$ cat src/design/gwse_pkg.sv
// ----------------------------------------------------------------------------
// gwse_pkg
// Types, constants and helpers shared by the wall segment extractor.
// ----------------------------------------------------------------------------
package gwse_pkg;

   // Grid geometry and derived widths.
   localparam int MAX_ROWS   = 64;
   localparam int MAX_COLS   = 64;
   localparam int COORD_W    = 6;
   localparam int CNT_W      = COORD_W + 1;
   localparam int CELL_COUNT = MAX_ROWS * MAX_COLS;
   localparam int ADDR_W     = $clog2(CELL_COUNT);

   // Configuration port.
   localparam int CSR_IDX_W  = 2;
   localparam int CSR_DATA_W = 7;
   localparam logic [CSR_IDX_W-1:0]  REG_ROW_COUNT   = CSR_IDX_W'(0);
   localparam logic [CSR_IDX_W-1:0]  REG_COL_COUNT   = CSR_IDX_W'(1);
   localparam logic [CSR_DATA_W-1:0] ROW_COUNT_RESET = CSR_DATA_W'(27);
   localparam logic [CSR_DATA_W-1:0] COL_COUNT_RESET = CSR_DATA_W'(36);

   // Input operation codes.
   localparam logic OP_LOAD    = 1'b0;
   localparam logic OP_REQUEST = 1'b1;

   // Queue sizes.
   localparam int CMDQ_DEPTH = 2;
   localparam int CMDQ_PTR_W = $clog2(CMDQ_DEPTH);
   localparam int CMDQ_CNT_W = $clog2(CMDQ_DEPTH + 1);
   localparam int RSPQ_DEPTH = 2;
   localparam int RSPQ_PTR_W = $clog2(RSPQ_DEPTH);
   localparam int RSPQ_CNT_W = $clog2(RSPQ_DEPTH + 1);

   typedef struct packed {
      logic               opcode;
      logic [COORD_W-1:0] cell_row;
      logic [COORD_W-1:0] cell_col;
      logic               cell_value;
   } req_item_type;

   typedef struct packed {
      logic [COORD_W-1:0] start_row;
      logic [COORD_W-1:0] start_col;
      logic [COORD_W-1:0] end_row;
      logic [COORD_W-1:0] end_col;
      logic               is_vertical;
      logic               scan_done;
   } rsp_item_type;

   // Grid size in use, already limited to the store.
   typedef struct packed {
      logic [CNT_W-1:0] rows;
      logic [CNT_W-1:0] cols;
   } cfg_type;

   // Classified command handed from the front to the back.
   typedef enum logic [1:0] {
      CMD_LOAD    = 2'd0,
      CMD_RESTART = 2'd1,
      CMD_REQUEST = 2'd2
   } cmd_kind_type;

   typedef struct packed {
      cmd_kind_type       kind;
      logic [COORD_W-1:0] row;
      logic [COORD_W-1:0] col;
      logic               value;
   } cmd_type;

   // Row-major address of a cell in the grid store.
   function automatic logic [ADDR_W-1:0] cell_addr(input logic [COORD_W-1:0] row,
                                                   input logic [COORD_W-1:0] col);
      return ADDR_W'(row) * ADDR_W'(MAX_COLS) + ADDR_W'(col);
   endfunction

endpackage

$ cat src/design/gwse_rsp_queue.sv
// ----------------------------------------------------------------------------
// gwse_rsp_queue
// Short result queue that parts the back end from the result receiver.
// ----------------------------------------------------------------------------
module gwse_rsp_queue import gwse_pkg::*; (
   input  logic         clock,
   input  logic         reset,
   input  logic         push,
   input  rsp_item_type push_item,
   output logic         full,
   output logic         empty,
   input  logic         pop,
   output rsp_item_type head_item
);

   rsp_item_type          q_ff [RSPQ_DEPTH];
   logic [RSPQ_PTR_W-1:0] wr_ptr_ff, wr_ptr_in;
   logic [RSPQ_PTR_W-1:0] rd_ptr_ff, rd_ptr_in;
   logic [RSPQ_CNT_W-1:0] count_ff, count_in;
   logic                  take;
   logic                  give;

   assign full      = (count_ff == RSPQ_CNT_W'(RSPQ_DEPTH));
   assign empty     = (count_ff == '0);
   assign head_item = q_ff[rd_ptr_ff];
   assign take      = push && !full;
   assign give      = pop && !empty;

   // Pointers and fill count.
   always_comb begin
      wr_ptr_in = wr_ptr_ff;
      rd_ptr_in = rd_ptr_ff;
      count_in  = count_ff;
      if (take) begin
         wr_ptr_in = (wr_ptr_ff == RSPQ_PTR_W'(RSPQ_DEPTH - 1)) ? '0 :
                     wr_ptr_ff + RSPQ_PTR_W'(1);
      end
      if (give) begin
         rd_ptr_in = (rd_ptr_ff == RSPQ_PTR_W'(RSPQ_DEPTH - 1)) ? '0 :
                     rd_ptr_ff + RSPQ_PTR_W'(1);
      end
      priority if (take && !give) begin
         count_in = count_ff + RSPQ_CNT_W'(1);
      end else if (!take && give) begin
         count_in = count_ff - RSPQ_CNT_W'(1);
      end
   end

   always_ff @(posedge clock) begin
      if (reset) begin
         wr_ptr_ff <= '0;
         rd_ptr_ff <= '0;
         count_ff  <= '0;
      end else begin
         wr_ptr_ff <= wr_ptr_in;
         rd_ptr_ff <= rd_ptr_in;
         count_ff  <= count_in;
      end
   end

   // Result storage.
   always_ff @(posedge clock) begin
      if (take) begin
         q_ff[wr_ptr_ff] <= push_item;
      end
   end

endmodule

$ cat config.mk
export PLATFORM = sky130hd
export DESIGN_NAME = gwse_rsp_queue
export DESIGN_NICKNAME = d
export VERILOG_FILES = /design/src/design/gwse_pkg.sv /design/src/design/gwse_rsp_queue.sv
export SDC_FILE = /design/constraint.sdc
export NUM_CORES = 1
export LEC_CHECK = 0
export BUFFER_PORTS_ARGS = -buffer_cell sky130_fd_sc_hd__buf_2
export CAP_MARGIN = 0
export CORE_ASPECT_RATIO = 1.2
export CORE_MARGIN = 1.5
export CORE_UTILIZATION = 25
export DETAILED_ROUTE_END_ITERATION = 10
export GPL_ROUTABILITY_DRIVEN = 0
export PLACE_DENSITY = 0.56
export SLEW_MARGIN = 20
export SYNTH_ARGS = -nofsm -noshare
export SYNTH_HDL_FRONTEND = slang
export SYNTH_SLANG_ARGS = --single-unit
$ cat constraint.sdc
create_clock -name clock -period 1.67 [get_ports clock]
set_input_delay 0.334 -clock clock [delete_from_list [all_inputs] [get_ports clock]]
set_output_delay 0.334 -clock clock [all_outputs]
set_load 0.05 [all_outputs]
After elaboration in Yosys (flattened, before gate mapping) --
Memories as Yosys holds them, arrays and structs flattened. A register that Yosys moved wholly into a read port is not among the register bits. Index checks and enable logic that the tools add are counted.
Storage, ports and cells: bits in registers 4, memories 1, memory bits (writable) 52, word-level logic and storage cells 27
Cells by class: multiplexer cells 8, equality and inequality tests 1, add/sub/neg operators 4, reductions and logical operators 10
Memories:
- q_ff | depth 2, bits a word 26, read ports 1, clocked after memory_dff 1, wr ports 1, RTL line gwse_rsp_queue.sv:16 | rsp_item_type q_ff [RSPQ_DEPTH];
Operator list (count):
- $mux 1 | 6
- $logic_and 1x1->1 | 4
- $logic_not 1->1 | 4
- $mux 2 | 2
- $add 1x1->1 const B | 2
- $add 2x1->2 const B | 1
- $eq 2x2->1 const B | 1
- $logic_not 2->1 | 1
- $reduce_bool 2->1 | 1
- $sub 2x1->2 const B | 1

Logic depth before layout (Yosys ltp) --
depth in word-level cells 7, mapped depth 6, gate-level depth less buffers 6

Worst setup path before layout --
OpenSTA, ideal clock, no wires.
path kind register to register, start point reg count_ff[1], end point reg count_ff[1], path slack -0.170 ns, library setup time 0.070 ns, clock period less this slack 1.840 ns, path buffers 0, data arrival time 1.770 ns, cell stages (with the launch flop) 6, cells stage by stage dfxtp_1 > nor2b_2 > nor2_1 > ha_1 > or3_1 > a21oi_1
On the way: cells in the longest elaborated chain, start to end 6
Ends and longest elaborated chain:
- start, declared | RTL line gwse_rsp_queue.sv:19 | logic [RSPQ_CNT_W-1:0] count_ff, count_in;
- start signal, assigned | RTL line gwse_rsp_queue.sv:57 | count_ff <= count_in;
- $eq 2x2->1 (*) | RTL line gwse_rsp_queue.sv:23 | assign full = (count_ff == RSPQ_CNT_W'(RSPQ_DEPTH));
- via full | RTL line gwse_rsp_queue.sv:10 | output logic full,
- $logic_not 1->1 (*) | RTL line gwse_rsp_queue.sv:26 | assign take = push && !full;
- $logic_and 1x1->1 (*) | RTL line gwse_rsp_queue.sv:26
- via take | RTL line gwse_rsp_queue.sv:20 | logic take;
- $logic_not 1->1 | RTL line gwse_rsp_queue.sv:44 | end else if (!take && give) begin
- $logic_and 1x1->1 | RTL line gwse_rsp_queue.sv:44
- $reduce_bool 2->1 (no line)
The timed path passes the listed nets; every way through them passes the cells marked *. The select of a mux whose other input is x is not followed. A chain may end at the register's enable or synchronous reset.

==> flow_summary_export.csv <==
group,metric,value,unit
finish,fin_area,2920,µm²
finish,most-common-layout-cells,"edfxtp_1, buf_2, buf_6, mux2_2, clkbuf_8",
finish,final_common_cell,"edfxtp_1",
routing,wl_per_cell,14.4,µm
pwr,leakagePower,1.09,nW
synthesis,netlist_instances,106,
clock_tree,cts.htree.levels,3,
synthesis,syn-num-nets,137,
synthesis,ys_ff_latch,57,
timing,relSlewSlack,0.806,
clock_tree,numCtsBuffers,9,
pwr,clkPwrFrac,0.214,
routing,drt_first_pass_iters,4,
synthesis,ys_warn_count,0,
run_status,failed_checks,"negative setup slack",
timing,worst_slack,-0.0608,ns
timing,fin_skew,0.00769,ns
clock_tree,cts.path.max_buffers,2,
finish,nFillCells,792,
worst_setup_path,cp.arrival,1.40,ns
finish,utilization,0.360,
pwr,p_total,5.17,mW
synthesis,syn_avg_cell_area,19.7,µm²
routing,drtAntennaViolNets,0,
timing,tightest_slew,0.288,ns
grt,busiest_layer,"met2",
grt,grt_usage,0.0987,
die,core_area,8110,µm²
die,fp.dieH,103,µm
timing,clock.fmax,578,MHz
grt,antenna_found_initial,0,
place,pre_cts_ws,0.138,ns
timing,holdWs,0.183,ns
timing,tns,-1.16,ns
worst_setup_path,start_kind,"flip-flop",
routing,drcViolationCount,0,
place,portBuffers,57,
clock_tree,clkLatencyLatePin,0.33,ns
grt,grt_overflow,0,
grt,grt_util_met3,0.0365,
die,die_area,8930,µm²
synthesis,ys_types,14,
pwr,sw_frac_of_total,0.384,
pwr,power_report.internal_total,3.18,mW
grt,gr-usage-met1,0.106,
timing,rsz0062_at_grt,"true",
worst_setup_path,critPathKind,"flip-flop to output port",
worst_setup_path,worstPathRequired,1.34,ns
die,initial_core_util,0.258,
pwr,power_density,1770,nW/µm²
place,dp_hpwl,2420,µm
timing,setup_violations,26,
finish,antenna_cells,0,
place,placed_area,2550,µm²
finish,nets,208,
run_status,status,"finished, violations left",
min_path,hold_class,"primary input to flip-flop",
clock_tree,cts.clk_slew.worst_paths,0.07,ns
die,die_w,86.5,µm
place,placed_cells,260,
worst_setup_path,end_kind,"output port",
timing,finalHoldViolCount,0,
synthesis,synth_seq_area_share,0.794,
grt,grt_max_degree,20,
routing,vias_per_cell,4.28,
pwr,ir_drop,0.788,mV
worst_setup_path,crit_fanout,13,
timing,finalCriticalPeriod,1.73,ns
routing,wirelength,3980,µm
pwr,p_switching,1.98,mW
clock_tree,tritoncts,"done",
grt,met2_usage,0.165,
pwr,seq_power_share,0.366,
die,pin_count,58,
timing,finalCritPeriodShare,1.04,
grt,grt_pass1_wl,6130,µm
job,drv_cap,0,
clock_tree,cts.sinks,57,
synthesis,syn_area,2090,µm²
finish,area_growth,39.6,%
clock_tree,cts_root_buffer,"clkbuf_8",
finish,drive_gt1_frac,0.593,
clock_tree,holdBufCountCts,0,
finish,fin_cells,277,
die,rows,36,
grt,grt_pass1_vias,1236,
routing,vias,1185,
timing,slew_violations,0,
routing,drt_iter0_markers,51,
pwr,p_comb_frac,0.420,
==> power by group through the flow <==
stage / Sequential (mW) / Combinational (mW) / Clock, mW
global placement: 1.89 / 1.82 / 0
floorplan: 1.88 / 1.40 / 0
detailed placement: 1.90 / 1.83 / 0
global route: 1.91 / 2.28 / 1.23
finish: 1.89 / 2.17 / 1.11
CTS: 1.89 / 2.19 / 1.16
==> registers in the layout, indices dropped and copies added (netlist names), named ones only <==
| signal | flops |
|---|---|
| wr_ptr_ff | 1 |
| q_ff | 52 |
| rd_ptr_ff | 1 |
| count_ff | 2 |
==> kinds of logic (layout without fill, tap and decap cells) <==
kind of cell,count (synthesis),count (layout),synth area share
buffers and inverters,5,81,0.0132
multiplexers,26,26,0.140
flip-flops,57,57,0.794
AND/OR/NAND/NOR,9,9,0.0221
adder cells (fa/ha/maj),1,1,0.00598
XOR/XNOR,3,3,0.0126
AO/OA/AOI/OAI,5,5,0.0120
==> final timing paths <==
kind / startpoint / endpoint / slack (ns) / cells after the start
max: flip-flop / head_item[21] / -0.06 / 3
min reg2reg: wr_ptr_ff / wr_ptr_ff / 0.49 / 2
min: push_item[13] / q_ff[1][13] / 0.18 / 1
max reg2reg: count_ff[0] / count_ff[1] / 0.14 / 4
==> per-layer routing <==
metal / wire length [µm] / vias up / part of all wire
met2: 2020 / 48 / 0.51
met4: 93 / 0 / 0.023
met3: 255 / 9 / 0.064
li1: - / 553 / -
met5: 0 / - / 0
met1: 1620 / 575 / 0.41
==> synth_stat cells <==
master    instances  area (µm²)
inv_1             2        7.51
dfxtp_1           5         100
or3_1             2        12.5
nor2b_2           1        8.76
ha_1              1        12.5
and2_1            1        6.26
xor2_1            3        26.3
buf_2             1        5.00
nor2_1            5        18.8
mux2_2           26         293
o21ai_0           3        15.0
buf_4             2        15.0
a21oi_1           2        10.0
edfxtp_1         52        1560
==> worst max-delay path, stage by stage, from the launching register on <==
cell and delay (ns):
dfxtp_4 0.39, buf_12 0.15, mux2_2 0.36, buf_6 0.16
==> layout make-up <==
| cell class | instances | area [µm²] | share of cell area |
|---|---|---|---|
| clock buffers | 9 | 124 | 0.0424 |
| clock inverters | 7 | 46.3 | 0.0159 |
| inverters | 2 | 11.3 | 0.00386 |
| multi-input cells | 44 | 417 | 0.143 |
| flip-flops and latches | 57 | 1670 | 0.570 |
| well taps | 95 | 119 | 0.0407 |
| repair buffers | 63 | 538 | 0.184 |
==> repair_timing <==
action                                  in CTS  in global routing
cloned                                       1                  0
pin swaps                                    0                  0
resized for setup                           55                  2
endpoints found under the setup margin      26                 26
setup buffers                                0                  0
No activity file was read; power rests on OpenSTA's default activity.
