--- config.mk ---
export PLATFORM = sky130hd
export DESIGN_NAME = gwse_front
export DESIGN_NICKNAME = d
export VERILOG_FILES = /design/src/design/gwse_pkg.sv /design/src/design/gwse_front.sv
export SDC_FILE = /design/constraint.sdc
export NUM_CORES = 1
export LEC_CHECK = 0
export BUFFER_PORTS_ARGS = -buffer_cell sky130_fd_sc_hd__buf_2
export CORE_MARGIN = 1
export CORE_UTILIZATION = 45
export CTS_CLUSTER_DIAMETER = 150
export CTS_CLUSTER_SIZE = 20
export DETAILED_ROUTE_END_ITERATION = 10
export PLACE_DENSITY = 0.73
export SLEW_MARGIN = 10
export SYNTH_ARGS = -nofsm -noshare
export SYNTH_HDL_FRONTEND = slang
export SYNTH_SLANG_ARGS = --single-unit
export TNS_END_PERCENT = 5
--- constraint.sdc ---
create_clock -name clock -period 1.6 [get_ports clock]
set_clock_uncertainty 0.1 [all_clocks]
set_input_delay 0.08 -clock clock [delete_from_list [all_inputs] [get_ports clock]]
set_output_delay 0.08 -clock clock [all_outputs]
set_load 0.01 [all_outputs]
--- src/design/gwse_pkg.sv ---
// ----------------------------------------------------------------------------
// gwse_pkg
// Types, constants and helpers shared by the wall segment extractor.
// ----------------------------------------------------------------------------
package gwse_pkg;

   // Grid geometry and derived widths.
   localparam int MAX_ROWS   = 64;
   localparam int MAX_COLS   = 64;
   localparam int COORD_W    = 6;
   localparam int CNT_W      = COORD_W + 1;
   localparam int CELL_COUNT = MAX_ROWS * MAX_COLS;
   localparam int ADDR_W     = $clog2(CELL_COUNT);

   // Configuration port.
   localparam int CSR_IDX_W  = 2;
   localparam int CSR_DATA_W = 7;
   localparam logic [CSR_IDX_W-1:0]  REG_ROW_COUNT   = CSR_IDX_W'(0);
   localparam logic [CSR_IDX_W-1:0]  REG_COL_COUNT   = CSR_IDX_W'(1);
   localparam logic [CSR_DATA_W-1:0] ROW_COUNT_RESET = CSR_DATA_W'(27);
   localparam logic [CSR_DATA_W-1:0] COL_COUNT_RESET = CSR_DATA_W'(36);

   // Input operation codes.
   localparam logic OP_LOAD    = 1'b0;
   localparam logic OP_REQUEST = 1'b1;

   // Queue sizes.
   localparam int CMDQ_DEPTH = 2;
   localparam int CMDQ_PTR_W = $clog2(CMDQ_DEPTH);
   localparam int CMDQ_CNT_W = $clog2(CMDQ_DEPTH + 1);
   localparam int RSPQ_DEPTH = 2;
   localparam int RSPQ_PTR_W = $clog2(RSPQ_DEPTH);
   localparam int RSPQ_CNT_W = $clog2(RSPQ_DEPTH + 1);

   typedef struct packed {
      logic               opcode;
      logic [COORD_W-1:0] cell_row;
      logic [COORD_W-1:0] cell_col;
      logic               cell_value;
   } req_item_type;

   typedef struct packed {
      logic [COORD_W-1:0] start_row;
      logic [COORD_W-1:0] start_col;
      logic [COORD_W-1:0] end_row;
      logic [COORD_W-1:0] end_col;
      logic               is_vertical;
      logic               scan_done;
   } rsp_item_type;

   // Grid size in use, already limited to the store.
   typedef struct packed {
      logic [CNT_W-1:0] rows;
      logic [CNT_W-1:0] cols;
   } cfg_type;

   // Classified command handed from the front to the back.
   typedef enum logic [1:0] {
      CMD_LOAD    = 2'd0,
      CMD_RESTART = 2'd1,
      CMD_REQUEST = 2'd2
   } cmd_kind_type;

   typedef struct packed {
      cmd_kind_type       kind;
      logic [COORD_W-1:0] row;
      logic [COORD_W-1:0] col;
      logic               value;
   } cmd_type;

   // Row-major address of a cell in the grid store.
   function automatic logic [ADDR_W-1:0] cell_addr(input logic [COORD_W-1:0] row,
                                                   input logic [COORD_W-1:0] col);
      return ADDR_W'(row) * ADDR_W'(MAX_COLS) + ADDR_W'(col);
   endfunction

endpackage

--- src/design/gwse_front.sv ---
// ----------------------------------------------------------------------------
// gwse_front
// Accepts input items, classifies them into commands and holds them in a
// short queue until the back end takes them.
// ----------------------------------------------------------------------------
module gwse_front import gwse_pkg::*; (
   input  logic         clock,
   input  logic         reset,
   input  logic         push,
   output logic         full,
   input  req_item_type req_item,
   output logic         cmd_valid,
   input  logic         cmd_pop,
   output cmd_type      cmd
);

   cmd_type                 q_ff [CMDQ_DEPTH];
   logic [CMDQ_PTR_W-1:0]   wr_ptr_ff, wr_ptr_in;
   logic [CMDQ_PTR_W-1:0]   rd_ptr_ff, rd_ptr_in;
   logic [CMDQ_CNT_W-1:0]   count_ff, count_in;
   cmd_type                 cmd_new;
   logic                    take;
   logic                    give;

   // Classify the item: a load outside the store only restarts the scan.
   always_comb begin
      cmd_new.row   = req_item.cell_row;
      cmd_new.col   = req_item.cell_col;
      cmd_new.value = req_item.cell_value;
      if (req_item.opcode == OP_REQUEST) begin
         cmd_new.kind = CMD_REQUEST;
      end else if ((CNT_W'(req_item.cell_row) < CNT_W'(MAX_ROWS)) &&
                   (CNT_W'(req_item.cell_col) < CNT_W'(MAX_COLS))) begin
         cmd_new.kind = CMD_LOAD;
      end else begin
         cmd_new.kind = CMD_RESTART;
      end
   end

   assign full      = (count_ff == CMDQ_CNT_W'(CMDQ_DEPTH));
   assign cmd_valid = (count_ff != '0);
   assign cmd       = q_ff[rd_ptr_ff];
   assign take      = push && !full;
   assign give      = cmd_pop && cmd_valid;

   // Queue pointers and fill count.
   always_comb begin
      wr_ptr_in = wr_ptr_ff;
      rd_ptr_in = rd_ptr_ff;
      count_in  = count_ff;
      if (take) begin
         wr_ptr_in = (wr_ptr_ff == CMDQ_PTR_W'(CMDQ_DEPTH - 1)) ? '0 :
                     wr_ptr_ff + CMDQ_PTR_W'(1);
      end
      if (give) begin
         rd_ptr_in = (rd_ptr_ff == CMDQ_PTR_W'(CMDQ_DEPTH - 1)) ? '0 :
                     rd_ptr_ff + CMDQ_PTR_W'(1);
      end
      priority if (take && !give) begin
         count_in = count_ff + CMDQ_CNT_W'(1);
      end else if (!take && give) begin
         count_in = count_ff - CMDQ_CNT_W'(1);
      end
   end

   always_ff @(posedge clock) begin
      if (reset) begin
         wr_ptr_ff <= '0;
         rd_ptr_ff <= '0;
         count_ff  <= '0;
      end else begin
         wr_ptr_ff <= wr_ptr_in;
         rd_ptr_ff <= rd_ptr_in;
         count_ff  <= count_in;
      end
   end

   // Queue storage.
   always_ff @(posedge clock) begin
      if (take) begin
         q_ff[wr_ptr_ff] <= cmd_new;
      end
   end

endmodule

[Yosys cells after proc, flatten, opt, wreduce, memory -nomap -nowiden]
Memory sizes are Yosys's and may differ from the RTL's. A register that Yosys moved wholly into a read port is not among the register bits.
Index checks and enable logic that the tools add are counted.
Operators by class
  $add $sub $neg: 4
  equality and inequality tests: 1
  multiplexer cells: 9
  reduce and logical (&&, ||, !) cells: 9
Operator list (count)
  two-way mux 1 bit: 6
  two-way mux 2 bit: 3
  logical AND 1 bit: 4
  nonzero test 2 bit: 2
  zero test 1 bit: 3
  adder 1 bit (second input constant): 2
  adder 2 x 1 -> 2 bit (second input constant): 1
  == test 2 bit (second input constant): 1
  subtractor 2 x 1 -> 2 bit (second input constant): 1
Storage, ports and cells
  register bits: 4
  RAM bits: 30
  bits of input ports: 18
  memories: 1
Memory list
  q_ff: words 2, width 15, read ports 1, clocked after memory_dff 1, write ports 1, line gwse_front.sv:17  | cmd_type q_ff [CMDQ_DEPTH];

[Depth between registers and ports, before layout]
Gate-level depths: netlist (run 1).
  word-level depth: 7
  gate-level depth with buffers: 6

[Least setup slack after synthesis (run 1)]
Ideal clock, no wire load.
  path kind: reg2reg
  start point: reg count_ff[1]
  end point: mem q_ff[0][0] (netlist name) (enable)
  data arrival time: 1112 ps
  required time: 1146 ps
  slack: 34 ps
  stages on the path, launching flop included: 4
  buffers on the path: 0
  period minus slack after synthesis: 1566 ps
  cell sequence: dfxtp_1 > nor2b_2 > or3_1 > inv_1
On the way
  word-level cells in the longest chain between the ends: 5
RTL lines
  start, declared: line gwse_front.sv:20  | logic [CMDQ_CNT_W-1:0] count_ff, count_in;
  start signal, assigned: line gwse_front.sv:74  | count_ff <= count_in;
  == test 2 bit: line gwse_front.sv:40  | assign full = (count_ff == CMDQ_CNT_W'(CMDQ_DEPTH));
  via full: line gwse_front.sv:10  | output logic full,
  zero test 1 bit: line gwse_front.sv:43  | assign take = push && !full;
  logical AND 1 bit: line gwse_front.sv:43
  two-way mux 1 bit: line gwse_front.sv:80  | if (take) begin
  two-way mux 1 bit (not written as such): line gwse_front.sv:81  | q_ff[wr_ptr_ff] <= cmd_new;
  end, declared: line gwse_front.sv:17
The timed path passes the listed nets, and every way through them passes these cells.

[Worst setup path after layout (run 1)]
  start point: reg count_ff[1]
  end point: reg count_ff[1]
On the way
  word-level cells in the longest chain between the ends: 6
  elaborated cells on any way between the ends: 14
  those cells by class: add/sub (2); eq/ne (1); mux (2); reduce/logical (9)
RTL lines
  == test 2 bit: line gwse_front.sv:40
  zero test 1 bit: line gwse_front.sv:43
  logical AND 1 bit: line gwse_front.sv:43
  zero test 1 bit: line gwse_front.sv:61  | end else if (!take && give) begin
  logical AND 1 bit: line gwse_front.sv:61
  nonzero test 2 bit (no source line)
Parallel ways exist; a longest one is shown, timed or not. The select of a mux whose other input is x is not followed.
A chain may end at the register's enable or synchronous reset.

==> reports/results.txt, run 1 <==
The run finished with clean final reports. The critical path is of the reg -> reg type. The clock latency on the worst-skew pair is 0.32 ns. The tools report the startpoint type of the worst setup path as a flip-flop. The logs give 1.74 ns for the data arrival time of the worst path and 0.963 mV for the worst ir drop on vdd. Via-per-instance ratio: 4.75. The ratio of final minimum period to clock period was 0.989; the placed instance area was 0.00148 mm². The run gives 0 as the number of antenna diodes. Type of the worst min-delay path: in -> reg. For the depth of the CTS H-tree, the log shows 2. The count of cells in the finished layout, fillers not included, comes to 160. The run gives 0.480 as the register share of total power. The number of cells on the worst hold path is 4, and the routability congestion estimate from global placement is 0.617.

For this run, the post-layout net count is 149. Power spread over the standard cell area amounts to 1400 mW/mm². Entering global routing, the biggest net connects 15 pins.

The full die area is 0.00296 mm². Clock tree synthesis inserted a total of 5 buffers. STA classifies the critical path endpoint as a flip-flop. The via total after detailed routing came out at 760.

For this run, the top clock speed supported by timing is 632 MHz. The logs give 0 for the global route total overflow and 0.000700 W for the switching power. The tools report the number of DRC markers in iteration 0 as 10.

Via count of the first global-routing pass: 733. Before antenna repair, the detailed router went through 4 iterations. In this run, placement finished with an instance count of 135. Synthesis produced a netlist with a net count of 89. The worst hold path begins at push.

Clock-pin slew was measured on the worst setup and hold paths at 0.10 ns. The final critical delay including setup and external delays was 1.58 ns; the HPWL after detailed placement was 1320 µm. The post-synthesis sequential element count is 33. For the clock group share of total power, the log shows 0.171.

The core region is 0.00254 mm². The logs give 0 for the final count of pins violating max slew and 1.76 ns for the required time of the critical path. Yosys mapped a number of flops with a built-in enable equal to 28. The width of the die came out at 54.4 µm.

The relative area change from synthesis to final layout works out to 38.3%. In this run the remaining antenna-violating nets after routing total 0. The first global-routing pass estimated 3040 µm of wire.

The share of async-settable or async-resettable flops after synthesis is 0. Height of the die: 54.4 µm. Setup repair after global routing could not meet its margin everywhere.

In the routed design, unresolved DRC markers number 0. 35 I/O pins were placed. The layout cell share with drive strength beyond 1 is 0.500, and the static leakage is 0.683 nW. The tools report the combined flip-flop and latch cell area as 943 µm². The effective utilization at floorplan was 0.485. After technology mapping, the gate count stands at 70. For the global-route total usage across every layer, the log shows 0.162. Summing all multi-input logic gate instances after layout gives 282 µm². For the number of antenna violations at the first check in global routing, the log shows 0. After detailed routing, the average wire length per cell comes to 13.4 µm.

The cell area that synthesis handed to floorplanning was 0.00123 mm². The final layout contains routed wiring with a total length of 2140 µm. Maximum clock path buffer count: 2. The switching part of the total power was 0.292; the critical-path maximum fanout was 4.

Measured in cells, the most critical reg-to-reg path has a length of 6. Clock tree synthesis selected as its root buffer the cell sky130_fd_sc_hd__clkbuf_4. A synthesized cell averages 17.6 µm². The tools report the number of hold violations in the final report as 0.

Number of warnings reported in the yosys synthesis log: 0. Tracing the worst setup path back leads to its startpoint at count_ff[1]. During placement, the flow inserted port buffers numbering 33. TritonCTS built the clock tree. The total internal power came out at 0.00170 W. Setup violations remaining at the end of the flow were counted as 0. The tree built by TritonCTS fans out to 33 sinks.

The logs give 0 for the max capacitance violation total and 194 for the final-layout fill cell count. The logs give 16 for the number of library cell types mapped by synthesis and 18 for the number of core rows. In this run the register-to-register setup slack is 0.02 ns. The final non-filler cell area was 0.00171 mm². The most common flop cell mapped by yosys was sky130_fd_sc_hd__edfxtp_1. The logs give 0.762 for the register area share after synthesis and 0.349 for the portion of total power attributed to combinational logic. The startpoint of the worst register-to-register path was count_ff[1].
==> placed cells by master, fill, tap and decap left out, types with 2 or more instances in the layout <==
cell type                       count
sky130_fd_sc_hd__edfxtp_1          28
sky130_fd_sc_hd__xor2_1             3
sky130_fd_sc_hd__buf_12             2
sky130_fd_sc_hd__dfxtp_1            3
sky130_fd_sc_hd__mux2_2            14
sky130_fd_sc_hd__buf_2             33
sky130_fd_sc_hd__dfxtp_2            2
sky130_fd_sc_hd__or3_1              2
sky130_fd_sc_hd__nor2_1             3
sky130_fd_sc_hd__clkbuf_4           5
sky130_fd_sc_hd__o21ai_0            2
sky130_fd_sc_hd__buf_4              5
sky130_fd_sc_hd__a21oi_1            2
sky130_fd_sc_hd__dlygate4sd3_1     15
==> state kept, by name, summed over array words and instances (netlist names), named ones only <==
| signal | count |
|---|---|
| count_ff | 2 |
| q_ff | 28 |
| rd_ptr_ff | 1 |
| wr_ptr_ff | 1 |
==> per-layer routing <==
| metal | wire length (µm) | vias to the layer above | track usage |
|---|---|---|---|
| met2 | 1090 | 27 | 0.285 |
| met5 | 0 | - | 0 |
| li1 | - | 376 | - |
| met4 | 34 | 0 | 0.103 |
| met3 | 107 | 5 | 0.0583 |
| met1 | 907 | 352 | 0.161 |
==> path summary, 6_finish.rpt <==
kind                       to
hold / removal      wr_ptr_ff
hold reg to reg     wr_ptr_ff
setup / recovery  count_ff[1]
setup reg to reg  count_ff[1]
==> final cells by class <==
class                      count  area share
inverter                       2     0.00440
multi-input combinational     33       0.165
tap                           30      0.0220
timing repair buffer          55       0.230
clock buffer                   6      0.0242
sequential                    33       0.552
clock inverter                 1     0.00220
==> critical path, cell delays in order (launching register included) <==
cell and delay (ns):
sky130_fd_sc_hd__dfxtp_2 0.36, sky130_fd_sc_hd__nor2b_4 0.17, sky130_fd_sc_hd__nor2_2 0.05, sky130_fd_sc_hd__ha_1 0.20, sky130_fd_sc_hd__xor2_1 0.17, sky130_fd_sc_hd__or3_1 0.33
sky130_fd_sc_hd__a21oi_1 0.13
==> per-stage QoR <==
| stage | hold WS (ns) | utilization | worst slack [ns] | total power [W] | setup TNS [ns] |
|---|---|---|---|---|---|
| after floorplan | 0.0491 | - | 0.0344 | 0.00160 | 0 |
| after global placement | 0.168 | 0.582 | 0.0868 | 0.00187 | 0 |
| after detailed placement | 0.173 | 0.582 | -0.0206 | 0.00190 | -0.0206 |
| after CTS | 0.0180 | 0.667 | 0.00287 | 0.00239 | 0 |
| after global routing | 0.0824 | 0.671 | -0.0285 | 0.00250 | -0.0285 |
| final | 0.0494 | 0.671 | 0.0180 | 0.00240 | 0 |
==> cells in the mapped netlist, types with 2 or more instances <==
library cell / n / area (µm²)
sky130_fd_sc_hd__o21ai_0: 3 / 15.0
sky130_fd_sc_hd__mux2_2: 14 / 158
sky130_fd_sc_hd__a21oi_1: 2 / 10.0
sky130_fd_sc_hd__edfxtp_1: 28 / 841
sky130_fd_sc_hd__xor2_1: 3 / 26.3
sky130_fd_sc_hd__nor2_1: 4 / 15.0
sky130_fd_sc_hd__inv_1: 2 / 7.51
sky130_fd_sc_hd__dfxtp_1: 5 / 100
sky130_fd_sc_hd__or3_1: 2 / 12.5
==> power groups by stage <==
stage          sequential [W]  clock (W)  combinational (W)
2_1_floorplan         0.00116          0           0.000443
3_3_place_gp          0.00115          0           0.000716
3_5_place_dp          0.00116          0           0.000739
4_1_cts               0.00115   0.000420           0.000822
5_1_grt               0.00116   0.000441           0.000898
6_report              0.00115   0.000410           0.000835
==> cells by family (layout without fill, tap and decap cells) <==
logic type               count (synthesis)  in the layout  synth area share
AO/OA/AOI/OAI                            5              5            0.0203
flip-flops                              33             33             0.762
multiplexers                            14             14             0.128
other                                    1              1           0.00304
XOR/XNOR                                 3              3            0.0213
buffers and inverters                    4             64            0.0162
AND/OR/NAND/NOR                          9              9            0.0395
adder cells (fa/ha/maj)                  1              1            0.0101
==> what timing repair did <==
item	4_1_cts	5_1_grt
buffers inserted	2	1
gates resized for setup	3	3
endpoints found under the hold margin	33	0
setup endpoints to repair	1	1
hold buffers	15	0
pin swaps	0	1
No activity file was read; power rests on OpenSTA's default activity.
==> run 2: changes to the inputs <==
--- a/config.mk
+++ b/config.mk
@@ -11,6 +11,8 @@
 export CTS_CLUSTER_DIAMETER = 150
 export CTS_CLUSTER_SIZE = 20
 export DETAILED_ROUTE_END_ITERATION = 10
+export HOLD_SLACK_MARGIN = 0.08
+export MAX_ROUTING_LAYER = met4
 export PLACE_DENSITY = 0.73
 export SLEW_MARGIN = 10
 export SYNTH_ARGS = -nofsm -noshare
==> reports/results.txt, run 2 (same netlist as run 1, synthesis figures left out) <==
The ratio of final minimum period to clock period works out to 0.988. The placed instance area was 0.00148 mm²; the number of antenna violations at the first check in global routing was 0. Setup repair after global routing could not meet its margin everywhere.

Clock latency on the worst-skew pair, taken at its later pin, is 0.32 ns. STA puts the critical path data required time at 1.76 ns. Counting I/O delays and the setup requirement, the final critical path takes 1.58 ns. Layout cell share with drive strength beyond 1: 0.496. In the layout the commonest cells are 33 x sky130_fd_sc_hd__buf_2, 28 x sky130_fd_sc_hd__edfxtp_1, 16 x sky130_fd_sc_hd__dlygate4sd3_1, 14 x sky130_fd_sc_hd__mux2_2. The final count of pins violating max slew was 0.

Dividing the detail-routed via count by the number of cells gives 4.73. The register name with the most flops is q_ff. In this run the critical register-to-register path is launched from count_ff[1]. The number of cells on the worst reg-to-reg path is 6.

Setup violations remaining at the end of the flow were counted as 0. For the full die area, the log shows 0.00296 mm². The internal reg-to-reg setup slack is 0.02 ns, and the areal power density over the cells is 1390 mW/mm². The post-layout total power was 0.00240 W; the via total after detailed routing was 762. The worst ir drop on vdd is 0.962 mV, and the residual DRC count is 0. Entering global routing, the biggest net connects 15 pins. The count of TritonRoute iterations in the first routing pass is 4, and the share of the core filled with cells is 0.675.

At the end of the flow, the number of nets in the layout was 150. After filler insertion, the fill cell instance count of the layout stands at 194. The routed design has 2140 µm of wire. The number of placed cells counting well taps is 135, and the final worst slack is 0.0191 ns. Clock-pin slew was measured on the worst setup and hold paths at 0.10 ns.

The run gives 3070 µm as the global-route wire length before repair. The count of nets left with antenna violations once routing finished came out at 0. The critical path in this run is classified as reg -> reg.

35 I/O pins were placed. For the routability congestion estimate from global placement, the log shows 0.622. The cell sitting at the root of the clock tree is a sky130_fd_sc_hd__clkbuf_4.

The library cell used most frequently in the layout, excluding fill and tap cells, is sky130_fd_sc_hd__buf_2. The longest clock path from root to sink contains 2 buffers. The die is 54.4 µm tall.

The buffering stage count on the worst path with inverters included works out to 0. Traced cell by cell, the critical path runs through nor2b_4, nor2_2, ha_1, xor2_1, or3_1, a21oi_1. The most critical setup path has its startpoint at count_ff[1]. In this run the number of H-tree levels came out at 2.

In this design, the stage delay of the slowest critical-path cell is 0.36 ns. In this run the critical register-to-register path is captured at count_ff[1]. Max-cap violations in this run came to 0.

The area growth from synthesis to layout is 39.1%. The region available for standard cell placement spans 0.00254 mm². The register with the most flip-flops in the layout has 28 of them. After routing the design area is 0.00172 mm². Summed over all nets, the half-perimeter wirelength after detailed placement is 1320 µm.

For the via count of the first global-routing pass, the log shows 744. The slowest library cell on the worst path was sky130_fd_sc_hd__dfxtp_2. The run finished with clean final reports.

The worst hold path belongs to the class in -> reg. For the number of hold violations in the final report, the log shows 0. TritonCTS built the clock tree.

Data arrival time of the worst path: 1.74 ns. The worst setup path is captured at a flip-flop. The die is 54.4 µm wide. In this run the number of cells on the critical path is 6. The run gives 0.485 as the effective utilization at floorplan. The number of port buffers came out at 33.

Of all nets on the critical path, the largest fanout is 4. For the number of antenna diodes, the log shows 0. Startpoint type of the worst setup path: a flip-flop. The post-route non-filler standard cell count is 161.

For this design the static power due to leakage is 0.687 nW. The fmax was 633 MHz. For this design, the sink count on the clock tree is 33. The largest registers in the layout are q_ff: 28 flops, count_ff: 2 flops. Global route total overflow: 0.

For this block, the initial DRC count from the detailed router was 10. Among cell families on the critical path, the largest total delay comes from simple AND/OR/NAND/NOR gates. Dividing the detail-routed wire length by the instance count gives 13.3 µm. The run gives 0.168 as the global-route total usage across every layer. In this run the worst setup path terminates at count_ff[1].

Clock tree synthesis inserted a total of 5 buffers. The tools report the number of core rows as 18. The pre-CTS setup slack came out at -0.0206 ns.
-- run 2: per-layer routing --
metal	wire [µm]	part of all wire	GRT usage
met5	0	0	-
met4	34	0.016	0.103
met3	105	0.049	0.0583
met2	1120	0.52	0.289
met1	885	0.41	0.161
-- run 2: area by class of cell --
| cell class | count | area [µm²] | share of cell area |
|---|---|---|---|
| multi-input cells | 33 | 282 | 0.164 |
| clock inverters | 1 | 3.75 | 0.00218 |
| repair buffers | 56 | 403 | 0.235 |
| flip-flops and latches | 33 | 943 | 0.549 |
| well taps | 30 | 37.5 | 0.0218 |
| clock buffers | 6 | 41.3 | 0.0240 |
| inverters | 2 | 7.51 | 0.00437 |
-- run 2: worst min-delay path by stage --
stage,end,start,depth (start not counted),slack [ns]
2_1_floorplan,count_ff[1],reset,1,0.05
3_3_place_gp,q_ff[0][1],req_item[1],1,0.17
3_5_place_dp,q_ff[1][1],req_item[1],1,0.17
4_1_cts,flip-flop,cmd_pop,5,0.14
5_1_grt,flip-flop,cmd_pop,5,0.18
6_report,flip-flop,cmd_pop,5,0.16
-- run 2: power by group --
part           internal, W  switching (W)
registers          0.00109      0.0000577
clock network     0.000159       0.000248
logic             0.000445       0.000392
-- run 2: stage by stage --
| step | TNS [ns] | hold WS (ns) |
|---|---|---|
| after global placement | 0 | 0.168 |
| after global routing | -0.0285 | 0.183 |
| after floorplan | 0 | 0.0491 |
| final | 0 | 0.156 |
| after detailed placement | -0.0206 | 0.173 |
| after CTS | 0 | 0.143 |
-- run 2: worst register-to-register path: stages (launching register included) --
cell                      delay (ns)
sky130_fd_sc_hd__dfxtp_2        0.36
sky130_fd_sc_hd__nor2b_4        0.17
sky130_fd_sc_hd__nor2_2         0.05
sky130_fd_sc_hd__ha_1           0.20
sky130_fd_sc_hd__xor2_1         0.17
sky130_fd_sc_hd__or3_1          0.33
sky130_fd_sc_hd__a21oi_1        0.13
-- run 2: repair_timing --
item / 4_1_cts / 5_1_grt
pin swaps: 0 / 1
hold buffers: 16 / 0
endpoints found under the hold margin: 33 / 0
gates resized for setup: 3 / 3
setup buffers: 2 / 1
endpoints found under the setup margin: 1 / 1
